===== src/rtl/qsa_pkg.sv =====
// ----------------------------------------------------------------------------
// qsa_pkg: shared types and constants
// Types, encodings and helpers for the saturating Q32.32 arithmetic unit.
// ----------------------------------------------------------------------------
package qsa_pkg;

    localparam int FRAC_BITS = 32;
    localparam int NUM_CELLS = 128;

    localparam logic [63:0] NAN_RAW  = 64'h8000_0000_0000_0000;
    localparam logic [63:0] PINF_RAW = 64'h7FFF_FFFF_FFFF_FFFF;
    localparam logic [63:0] NINF_RAW = 64'h8000_0000_0000_0001;

    localparam logic [2:0] OP_ADD = 3'd0;
    localparam logic [2:0] OP_SUB = 3'd1;
    localparam logic [2:0] OP_MUL = 3'd2;
    localparam logic [2:0] OP_DIV = 3'd3;
    localparam logic [2:0] OP_MOD = 3'd4;
    localparam logic [2:0] OP_CMP = 3'd5;
    localparam logic [2:0] OP_NEG = 3'd6;

    localparam logic [1:0] ORD_LT = 2'd0;
    localparam logic [1:0] ORD_EQ = 2'd1;
    localparam logic [1:0] ORD_GT = 2'd2;
    localparam logic [1:0] ORD_UN = 2'd3;

    typedef enum logic [1:0] {
        SEL_PRE = 2'd0,
        SEL_MUL = 2'd1,
        SEL_DIV = 2'd2,
        SEL_MOD = 2'd3
    } sel_t;

    typedef struct packed {
        logic        valid;
        sel_t        sel;
        logic [63:0] value;
        logic [1:0]  order;
        logic        negative;
        logic        asign;
        logic [63:0] x;
        logic [63:0] d;
        logic [63:0] ll;
        logic [63:0] lh;
        logic [63:0] hl;
        logic [63:0] hh;
    } front_t;

    typedef struct packed {
        logic         valid;
        sel_t         sel;
        logic [63:0]  value;
        logic [1:0]   order;
        logic         negative;
        logic         asign;
        logic [63:0]  d;
        logic [63:0]  rem;
        logic [127:0] num;
        logic [63:0]  q;
        logic         ovf;
    } item_t;

    function automatic logic [63:0] neg64(input logic [63:0] v);
        return ~v + 64'd1;
    endfunction

    function automatic logic is_inf(input logic [63:0] v);
        return (v == PINF_RAW) || (v == NINF_RAW);
    endfunction

endpackage


===== src/rtl/qsa_tail.sv =====
// ----------------------------------------------------------------------------
// qsa_tail: result select and output register
// Applies sign and saturation to quotient or remainder and holds the beat.
// ----------------------------------------------------------------------------
module qsa_tail
    import qsa_pkg::*;
(
    input  logic        clk,
    input  logic        rst_n,
    input  logic        en,
    input  item_t       din,
    output logic        out_valid,
    output logic [63:0] out_value,
    output logic [1:0]  out_order
);

    logic        valid_reg;
    logic [63:0] value_reg;
    logic [1:0]  order_reg;
    logic [63:0] value_next;

    always_comb
    begin
        case (din.sel)
            SEL_DIV:
                if (din.ovf || din.q[63])
                    value_next = din.negative ? NINF_RAW : PINF_RAW;
                else
                    value_next = din.negative ? neg64(din.q) : din.q;
            SEL_MOD:
                value_next = din.asign ? neg64(din.rem) : din.rem;
            default:
                value_next = din.value;
        endcase
    end

    always_ff @(posedge clk or negedge rst_n)
    begin
        if (!rst_n)
        begin
            valid_reg <= 1'b0;
            value_reg <= '0;
            order_reg <= '0;
        end
        else if (en)
        begin
            valid_reg <= din.valid;
            value_reg <= value_next;
            order_reg <= din.order;
        end
    end

    assign out_valid = valid_reg;
    assign out_value = value_reg;
    assign out_order = order_reg;

endmodule


===== config.mk =====
export PLATFORM = sky130hd
export DESIGN_NAME = qsa_tail
export DESIGN_NICKNAME = d
export VERILOG_FILES = /design/src/rtl/qsa_pkg.sv /design/src/rtl/qsa_tail.sv
export SDC_FILE = /design/constraint.sdc
export NUM_CORES = 1
export LEC_CHECK = 0
export BUFFER_PORTS_ARGS = -buffer_cell sky130_fd_sc_hd__buf_2
export CAP_MARGIN = 10
export CORE_AREA = 2 2 178 180
export CTS_CLUSTER_DIAMETER = 60
export DETAILED_ROUTE_END_ITERATION = 6
export DIE_AREA = 0 0 180 182
export GPL_TIMING_DRIVEN = 0
export PLACE_DENSITY = 0.48
export REMOVE_ABC_BUFFERS = 1
export SKIP_CTS_REPAIR_TIMING = 1
export SYNTH_ARGS = -nofsm -noshare
export SYNTH_HDL_FRONTEND = slang
export SYNTH_SLANG_ARGS = --single-unit

===== constraint.sdc =====
create_clock -name clk -period 0.85 [get_ports clk]
set_clock_uncertainty 0.1 [all_clocks]
set_input_delay 0.085 -clock clk [delete_from_list [all_inputs] [get_ports clk]]
set_output_delay 0.085 -clock clk [all_outputs]
set_load 0.01 [all_outputs]

==> results.ini <==
[final_layout]
fin_area_sq_um = 12400
post_route_cells_drive_above_1_share = 0.482
synthToLayoutAreaGrowth_pct = 77.2
ff_latch_area_sq_um = 1680
fin_nets = 1725
fillCellCount = 3194
final_core_util = 0.399
multi_input_area_sq_um = 6550

[critical_path]
arrival_ns = 2.62
critical_path_buf_inv_count = 1
crit_family = simple AND/OR/NAND/NOR gates
crit_chain = buf_8, or4_4, or4_4, or4b_4, or3_1, nor3_2, mux2i_1, o32a_1
critPathLaunchType = input pin
cp_num_cells = 8
crit_path_end = out_value[58]
worst_path_max_delay_cell = or4b_4
slowest_delay_ns = 0.55
reg2reg_to = out_value[55]
r2r_start = out_value[55]
worst-path-max-fanout = 4
cp-end-kind = flip-flop
reg2reg_depth = 4
path_class = in2reg
cp.required_ns = 0.99
cp-startpoint = din[52]
r2r_slack_ns = -0.18
cpMostUsedCell = or4_4

[route]
dr.pass1.iters = 5
first_iter_violations = 987
vias_per_cell = 5.64
route.final.wire_length_mm = 43.2
via_count = 9795
wl_per_cell_um = 24.9
drc = 0
ant_nets = 0

[yosys]
ys.flop_type = dfrtp_1
ys_ff_latch = 67
synth_cell_types = 66
yosys_warnings = 0
syn-cell-area_sq_um = 6970
yosys.area.top_type = dfrtp_1
yosys-top-cells-area = dfrtp_1 24%, nor2_1 7.2%, nor3_1 4.4%
avgSynthCellArea_sq_um = 7.28
yosysSeqAreaShare = 0.241
synth-edff-count = 0
yosys-top-cells-count = 134 x nor2_1, 67 x dfrtp_1, 66 x nand2_1, 65 x clkbuf_1, 61 x nor3_1
yosys.cell_count.top_type = nor2_1
synth-async-reset-ratio = 1.00
postSynthCellCount = 958
synth.top_cell.area_share = 0.241

[cts]
clk_pin_slew_worst_paths_ns = 0.07
cts_tree = built
clkSinkCount = 67
clockBufferDepth = 2
worstSkewPairLatency_ns = 0.35
cts_root_buf = clkbuf_16
htreeDepth = 3
cts_buffers = 9

[global_routing]
grt.overflow.total = 0
antenna_found_initial = 0
grt_first_pass_wirelength_mm = 55.1
grt_max_degree = 63
grt_pass1_vias = 8261
track_usage = 0.224

[sta]
setup_viol_count_final = 131
fmax_ghz = 0.402
worst_slew_pin_slew_ns = 0.880
finalCritPeriodShare = 2.92
slew_headroom = 0.412
drv_slew = 0
hold_ws_ns = -0.406
min_period_ns = 2.48
setup_tns_ns = -88.08
worst_slack_ns = -1.63
rsz0062_at_grt = true
hold_viol = 92

[status]
status = finished, violations left
violations = hold timing, setup timing

[pwr]
power.density_nw_per_um2 = 1030
leakage_nw = 4.86
seq_power_share = 0.301
finalPower_mw = 12.7
peakVddDrop_mv = 0.859
p_comb_frac = 0.396
swShare = 0.379
p_switching_mw = 4.81
intPower_mw = 7.87
pwr-share-clk = 0.303

[floorplan]
dieWidth_um = 180
rows = 65
coreArea_sq_um = 31000
design.die.area_sq_um = 32800
pin_count = 462
die-height_um = 182
initial_core_util = 0.225

[hold_path]
hp-class = in2async

[job]
cap_violations = 0

[placed_design]
dp_hpwl_mm = 27.6
place_area_sq_um = 8760
pre_cts_slack_ns = -2.97
gp_congestion = 0.869
port-buffer-count = 269

==> cell type report <==
cell class / instances / share of cell area
diodes: 1 / 0.000203
clock buffers: 10 / 0.0193
clock inverters: 6 / 0.00375
inverters: 11 / 0.00668
multi-input cells: 814 / 0.530
flip-flops and latches: 67 / 0.136
well taps: 402 / 0.0407
repair buffers: 425 / 0.264
==> layer usage <==
layer,wire (um),track usage,vias up
met5,0,0,-
met4,682,0.0533,0
met3,3360,0.0429,44
met2,19700,0.339,497
met1,19500,0.324,4807
li1,-,-,4447
==> power groups by stage <==
stage	Clock (mW)	Sequential, mW	Combinational [mW]
2_1_floorplan	0	4.02	1.40
3_3_place_gp	0	3.86	3.61
3_5_place_dp	0	3.87	3.72
4_1_cts	3.99	3.81	3.74
5_1_grt	4.12	3.86	5.36
6_report	3.84	3.82	5.02
==> logic make-up (layout without fill, tap and decap cells) <==
| kind of cell | after synthesis | count (layout) | synth area share |
|---|---|---|---|
| AOI/OAI and AO/OA | 304 | 304 | 0.295 |
| xor gates and xnor gates | 48 | 48 | 0.0603 |
| adders and majority gates | 2 | 2 | 0.00359 |
| buffers and inverters | 81 | 452 | 0.0438 |
| DFF | 67 | 67 | 0.241 |
| muxes | 30 | 30 | 0.0440 |
| other | 0 | 1 | 0 |
| and+or+nand+nor | 426 | 430 | 0.312 |
==> state kept, by name, summed over array words and instances (netlist names) <==
name / flops
out_order: 2
out_valid: 1
out_value: 64
==> metrics by stage <==
step           hold slack, ns  std cells
6_report               -0.406       1736
5_1_grt                -0.371       1735
4_1_cts                -0.380       1584
3_5_place_dp         -0.00650       1568
3_3_place_gp            0.221       1559
2_1_floorplan          -0.311        888
==> worst min path at each step <==
stage                     cells after the start  startpoint             to  slack [ns]
final                                         1       rst_n  out_value[34]       -0.41
after global routing                          1       rst_n  out_value[34]       -0.37
after CTS                                     1       rst_n  out_value[34]       -0.38
after detailed placement                      1       rst_n  out_value[34]      -0.006
after global placement                        2    din[323]   out_order[0]        0.22
after floorplan                               0       rst_n   out_order[0]       -0.31
==> worst register-to-register path, cell delays in order (launching register included) <==
cell     delay (ns)
dfrtp_1        0.39
nor2_1         0.17
nor2_1         0.06
o21ai_0        0.08
o22ai_1        0.10
==> cells in the final DEF, fill, tap and decap left out, types with 24 or more instances in the layout <==
cell type / Yosys / layout
a21oi_1: 52 / 43
a31oi_1: 47 / 47
buf_2: 1 / 229
buf_4: 0 / 100
buf_6: 0 / 50
dfrtp_1: 67 / 67
mux2i_1: 25 / 24
nand2_1: 66 / 56
nor2_1: 134 / 117
nor3_1: 61 / 37
o21ai_0: 58 / 36
xnor2_1: 28 / 24
Power figures use the tool's default switching activity.
