$ cat src/rtl/qsa_pkg.sv
// ----------------------------------------------------------------------------
// qsa_pkg: shared types and constants
// Types, encodings and helpers for the saturating Q32.32 arithmetic unit.
// ----------------------------------------------------------------------------
package qsa_pkg;

    localparam int FRAC_BITS = 32;
    localparam int NUM_CELLS = 128;

    localparam logic [63:0] NAN_RAW  = 64'h8000_0000_0000_0000;
    localparam logic [63:0] PINF_RAW = 64'h7FFF_FFFF_FFFF_FFFF;
    localparam logic [63:0] NINF_RAW = 64'h8000_0000_0000_0001;

    localparam logic [2:0] OP_ADD = 3'd0;
    localparam logic [2:0] OP_SUB = 3'd1;
    localparam logic [2:0] OP_MUL = 3'd2;
    localparam logic [2:0] OP_DIV = 3'd3;
    localparam logic [2:0] OP_MOD = 3'd4;
    localparam logic [2:0] OP_CMP = 3'd5;
    localparam logic [2:0] OP_NEG = 3'd6;

    localparam logic [1:0] ORD_LT = 2'd0;
    localparam logic [1:0] ORD_EQ = 2'd1;
    localparam logic [1:0] ORD_GT = 2'd2;
    localparam logic [1:0] ORD_UN = 2'd3;

    typedef enum logic [1:0] {
        SEL_PRE = 2'd0,
        SEL_MUL = 2'd1,
        SEL_DIV = 2'd2,
        SEL_MOD = 2'd3
    } sel_t;

    typedef struct packed {
        logic        valid;
        sel_t        sel;
        logic [63:0] value;
        logic [1:0]  order;
        logic        negative;
        logic        asign;
        logic [63:0] x;
        logic [63:0] d;
        logic [63:0] ll;
        logic [63:0] lh;
        logic [63:0] hl;
        logic [63:0] hh;
    } front_t;

    typedef struct packed {
        logic         valid;
        sel_t         sel;
        logic [63:0]  value;
        logic [1:0]   order;
        logic         negative;
        logic         asign;
        logic [63:0]  d;
        logic [63:0]  rem;
        logic [127:0] num;
        logic [63:0]  q;
        logic         ovf;
    } item_t;

    function automatic logic [63:0] neg64(input logic [63:0] v);
        return ~v + 64'd1;
    endfunction

    function automatic logic is_inf(input logic [63:0] v);
        return (v == PINF_RAW) || (v == NINF_RAW);
    endfunction

endpackage

$ cat src/rtl/qsa_cell.sv
// ----------------------------------------------------------------------------
// qsa_cell: one restoring division step
// Shifts one dividend bit into the remainder and emits one quotient bit.
// ----------------------------------------------------------------------------
module qsa_cell
    import qsa_pkg::*;
(
    input  logic  clk,
    input  logic  rst_n,
    input  logic  en,
    input  item_t din,
    output item_t dout
);

    item_t       cell_next;
    item_t       cell_reg;
    logic [64:0] trial;
    logic        qb;

    always_comb
    begin
        cell_next     = din;
        trial         = {din.rem, din.num[127]};
        qb            = (trial >= {1'b0, din.d});
        cell_next.rem = qb ? 64'(trial - {1'b0, din.d}) : trial[63:0];
        cell_next.num = {din.num[126:0], 1'b0};
        cell_next.q   = {din.q[62:0], qb};
        cell_next.ovf = din.ovf | din.q[63];
    end

    always_ff @(posedge clk or negedge rst_n)
    begin
        if (!rst_n)
            cell_reg <= '0;
        else if (en)
            cell_reg <= cell_next;
    end

    assign dout = cell_reg;

endmodule

$ cat config.mk
export PLATFORM = sky130hd
export DESIGN_NAME = qsa_cell
export DESIGN_NICKNAME = d
export VERILOG_FILES = /design/src/rtl/qsa_pkg.sv /design/src/rtl/qsa_cell.sv
export SDC_FILE = /design/constraint.sdc
export NUM_CORES = 1
export LEC_CHECK = 0
export BUFFER_PORTS_ARGS = -buffer_cell sky130_fd_sc_hd__buf_2
export CORE_AREA = 2 2 308 310
export CTS_CLUSTER_DIAMETER = 60
export DETAILED_ROUTE_END_ITERATION = 8
export DIE_AREA = 0 0 310 312
export GPL_ROUTABILITY_DRIVEN = 0
export SYNTH_ARGS = -nofsm -noshare
export SYNTH_HDL_FRONTEND = slang
export SYNTH_SLANG_ARGS = --single-unit
export TNS_END_PERCENT = 50
$ cat constraint.sdc
create_clock -name clk -period 2.6 [get_ports clk]
set_clock_uncertainty 0.1 [all_clocks]
set_input_delay 0 -clock clk [delete_from_list [all_inputs] [get_ports clk]]
set_output_delay 0 -clock clk [all_outputs]
set_load 0.05 [all_outputs]
==> flow_metrics.py <==
metrics = {
    "die": {
        "io_pins": 787,
        "dieWidth_um": 310,
        "floorplan.initialDensity": 0.205,
        "dieArea_sq_mm": 0.0967,
        "core-area_sq_mm": 0.0930,
        "placementRows": 112,
        "fp.dieH_um": 312,
    },
    "routing": {
        "wire_per_inst_um": 19.9,
        "first_pass_iters": 5,
        "dr.first_iter.drc_count": 875,
        "route.detailed.vias_per_inst": 4.28,
        "drt_wl_total_um": 90100,
        "detail-route-antenna-nets": 0,
        "remaining_drc_errors": 0,
        "num_vias": 19400,
    },
    "sta": {
        "fmax_mhz": 396,
        "period_needed_ns": 2.53,
        "drv_slew": 0,
        "post-route-period-util": 0.971,
        "max_slew_margin": 0.663,
        "grt_setup_unrepaired": "true",
        "finalSetupTns_ns": 0,
        "hold_ws_ns": -0.353,
        "worstMarginPinSlew_ns": 0.500,
        "setup_violations": 0,
        "final-hold-violation-count": 3,
    },
    "yosys": {
        "yosys-top-cells-count": "391 x dfrtp_1, 329 x mux2_2, 144 x a21oi_1",
        "synthesis.nets": 2088,
        "synth_area_leaders": "dfrtp_1 51%, mux2_2 19%, ha_1 4.2%",
        "synthDistinctLibCells": 66,
        "syn_area_per_cell_sq_um": 11.7,
        "synth.top_cell.area_share": 0.513,
        "synthCells": 1628,
        "synth_edf_count": 0,
        "synth_async_sr_flop_share": 1.00,
        "synth.cell_area_sq_mm": 0.0191,
        "ys_ff_latch": 391,
        "yosysMostFrequentCell": "dfrtp_1",
        "synth_largest_area_cell": "dfrtp_1",
        "ys.warnings.count": 0,
        "yosysSeqAreaShare": 0.513,
        "ys.flop_type": "dfrtp_1",
    },
    "grt": {
        "grt_pass1_wl_um": 131000,
        "antenna_found_initial": 29,
        "grt_usage": 0.179,
        "grt_max_degree": 71,
        "first_global_vias": 20900,
        "gr-total-overflow": 0,
    },
    "clock_tree": {
        "clock-root-buffer": "clkbuf_16",
        "cts_buffers": 51,
        "htreeDepth": 2,
        "clockBufferDepth": 3,
        "cts_tree": "built",
        "numClockSinks": 391,
        "clk_pin_slew_ns": 0.06,
        "insertion_delay_ns": 0.61,
    },
    "pwr": {
        "p_leak_nw": 16.3,
        "p_comb_frac": 0.345,
        "p_sw_frac": 0.367,
        "power_frac_seq": 0.316,
        "power_density_mw_per_mm2": 662,
        "p_sw_mw": 8.37,
        "p_int_mw": 14.4,
        "clockPowerShare": 0.339,
        "vdd_ir_drop_max_uv": 557,
    },
    "status": {
        "status": "finished, violations left",
        "failed_checks": "negative hold slack",
    },
    "finish": {
        "area_growth_pct": 80.6,
        "final_cells": 4523,
        "final.fill_count": 9117,
        "fin_nets": 3681,
        "ff_latch_area_sq_mm": 0.00978,
        "final_cell_area_sq_mm": 0.0344,
        "largest_reg_flops": 391,
        "multi_input_area_sq_mm": 0.00894,
        "drive_gt1_frac": 0.471,
    },
    "setup_path": {
        "crit_required_ns": 3.00,
        "start_kind": "primary input",
        "worstSetupEndpointType": "flip-flop",
        "cp_data_arrival_time_ns": 2.92,
        "critical_path_class": "primary input to flip-flop",
        "ff2ff_path_depth": 2,
        "critPathMaxFanout": 5,
    },
    "placement": {
        "placed_area_sq_mm": 0.0266,
        "dp_hpwl_um": 65200,
        "portBuffers": 785,
        "dp_cells": 3847,
    },
    "hold_path": {
        "hold_path_depth": 3,
        "min-delay-path-class": "primary input to flip-flop",
    },
    "run": {
        "cap_viol_max_count": 0,
    },
}
layout by cell type, fill, tap and decap left out, types with 6 or more instances in the layout:
cell type	n
nand3_1	17
o21ai_0	39
inv_6	6
buf_2	782
nand4_1	21
o21ai_1	15
clkinv_2	6
buf_12	18
xnor2_1	36
inv_8	7
buf_4	248
mux2_2	328
ha_4	11
nor2b_1	6
mux2i_1	49
nand2_1	65
dlygate4sd3_1	567
a21o_1	28
clkbuf_8	6
dfrtp_1	391
nor3_1	9
bufinv_16	9
clkbuf_16	54
a21oi_1	141
clkbuf_1	7
xor2_1	24
o21bai_1	16
ha_1	53
inv_1	74
a31oi_1	10
diode_2	10
nor2_1	108
nand2b_1	7
area by class of cell:
| class | instances | share of cell area |
|---|---|---|
| diodes | 10 | 0.000727 |
| clock buffers | 64 | 0.0402 |
| clock inverters | 27 | 0.0124 |
| inverters | 81 | 0.00948 |
| multi-input cells | 1072 | 0.260 |
| flip-flops and latches | 391 | 0.284 |
| well taps | 1254 | 0.0456 |
| repair buffers | 1624 | 0.348 |
through the flow:
stage / worst slack, ns / power [mW] / utilization
floorplan: -0.150 / 11.6 / -
global placement: -0.827 / 14.2 / 0.285
detailed placement: -0.917 / 14.2 / 0.285
CTS: 0.0135 / 22.8 / 0.365
global route: -0.0321 / 23.7 / 0.370
finish: 0.0746 / 22.8 / 0.370
worst paths after layout:
kind / start / end / slack, ns
max: din[308] / dout[245] / 0.07
min: din[193] / dout[194] / -0.35
max reg2reg: dout[157] / dout[157] / 1.05
min reg2reg: dout[245] / dout[245] / 0.39
max in group asynchronous: rst_n / dout[336] / 1.97
min in group asynchronous: rst_n / dout[214] / 0.07
per-layer routing:
metal	part of all wire	vias up	routed length [um]	global-route usage
met2	0.50	636	44900	0.317
li1	-	8973	-	-
met5	0.0020	-	184	0
met4	0.058	28	5210	0.0905
met1	0.37	9523	33300	0.193
met3	0.072	199	6450	0.0509
critical path: stages:
cell           delay, ns
dlygate4sd3_1       0.54
buf_2               0.13
inv_1               0.10
ha_1                0.28
nand4_1             0.14
nor2_1              0.08
nand2_1             0.12
nor3_2              0.06
a2111oi_0           0.41
buf_4               0.20
o41ai_4             0.07
buf_6               0.15
buf_12              0.15
buf_4               0.15
nor2_1              0.11
a211oi_2            0.06
a21o_1              0.15
power by group through the flow:
stage | clock, mW | sequential (mW) | combinational (mW)
final | 7.71 | 7.20 | 7.87
after floorplan | 0 | 9.77 | 1.87
after detailed placement | 0 | 7.26 | 6.95
after global placement | 0 | 7.24 | 6.92
after global routing | 8.16 | 7.27 | 8.28
after CTS | 7.92 | 7.16 | 7.74
cell families after synthesis:
kind of cell             count (synthesis)  synth area share
multiplexers                           379             0.221
buffers and inverters                  165            0.0374
XOR/XNOR                                60            0.0276
other                                    1          0.000197
AO/OA/AOI/OAI                          296            0.0927
flip-flops                             391             0.513
AND/OR/NAND/NOR                        271            0.0654
adder cells (fa/ha/maj)                 65            0.0430
what timing repair did:
| action | 4_1_cts | 5_1_grt |
|---|---|---|
| cloned | 0 | 3 |
| buffers inserted | 1 | 3 |
| endpoints found under the setup margin | 55 | 65 |
| resized for setup | 11 | 33 |
| hold buffers | 551 | 17 |
| hold endpoints to repair | 782 | 20 |
| pin swaps | 2 | 12 |
No activity file was read; power rests on OpenSTA's default activity.
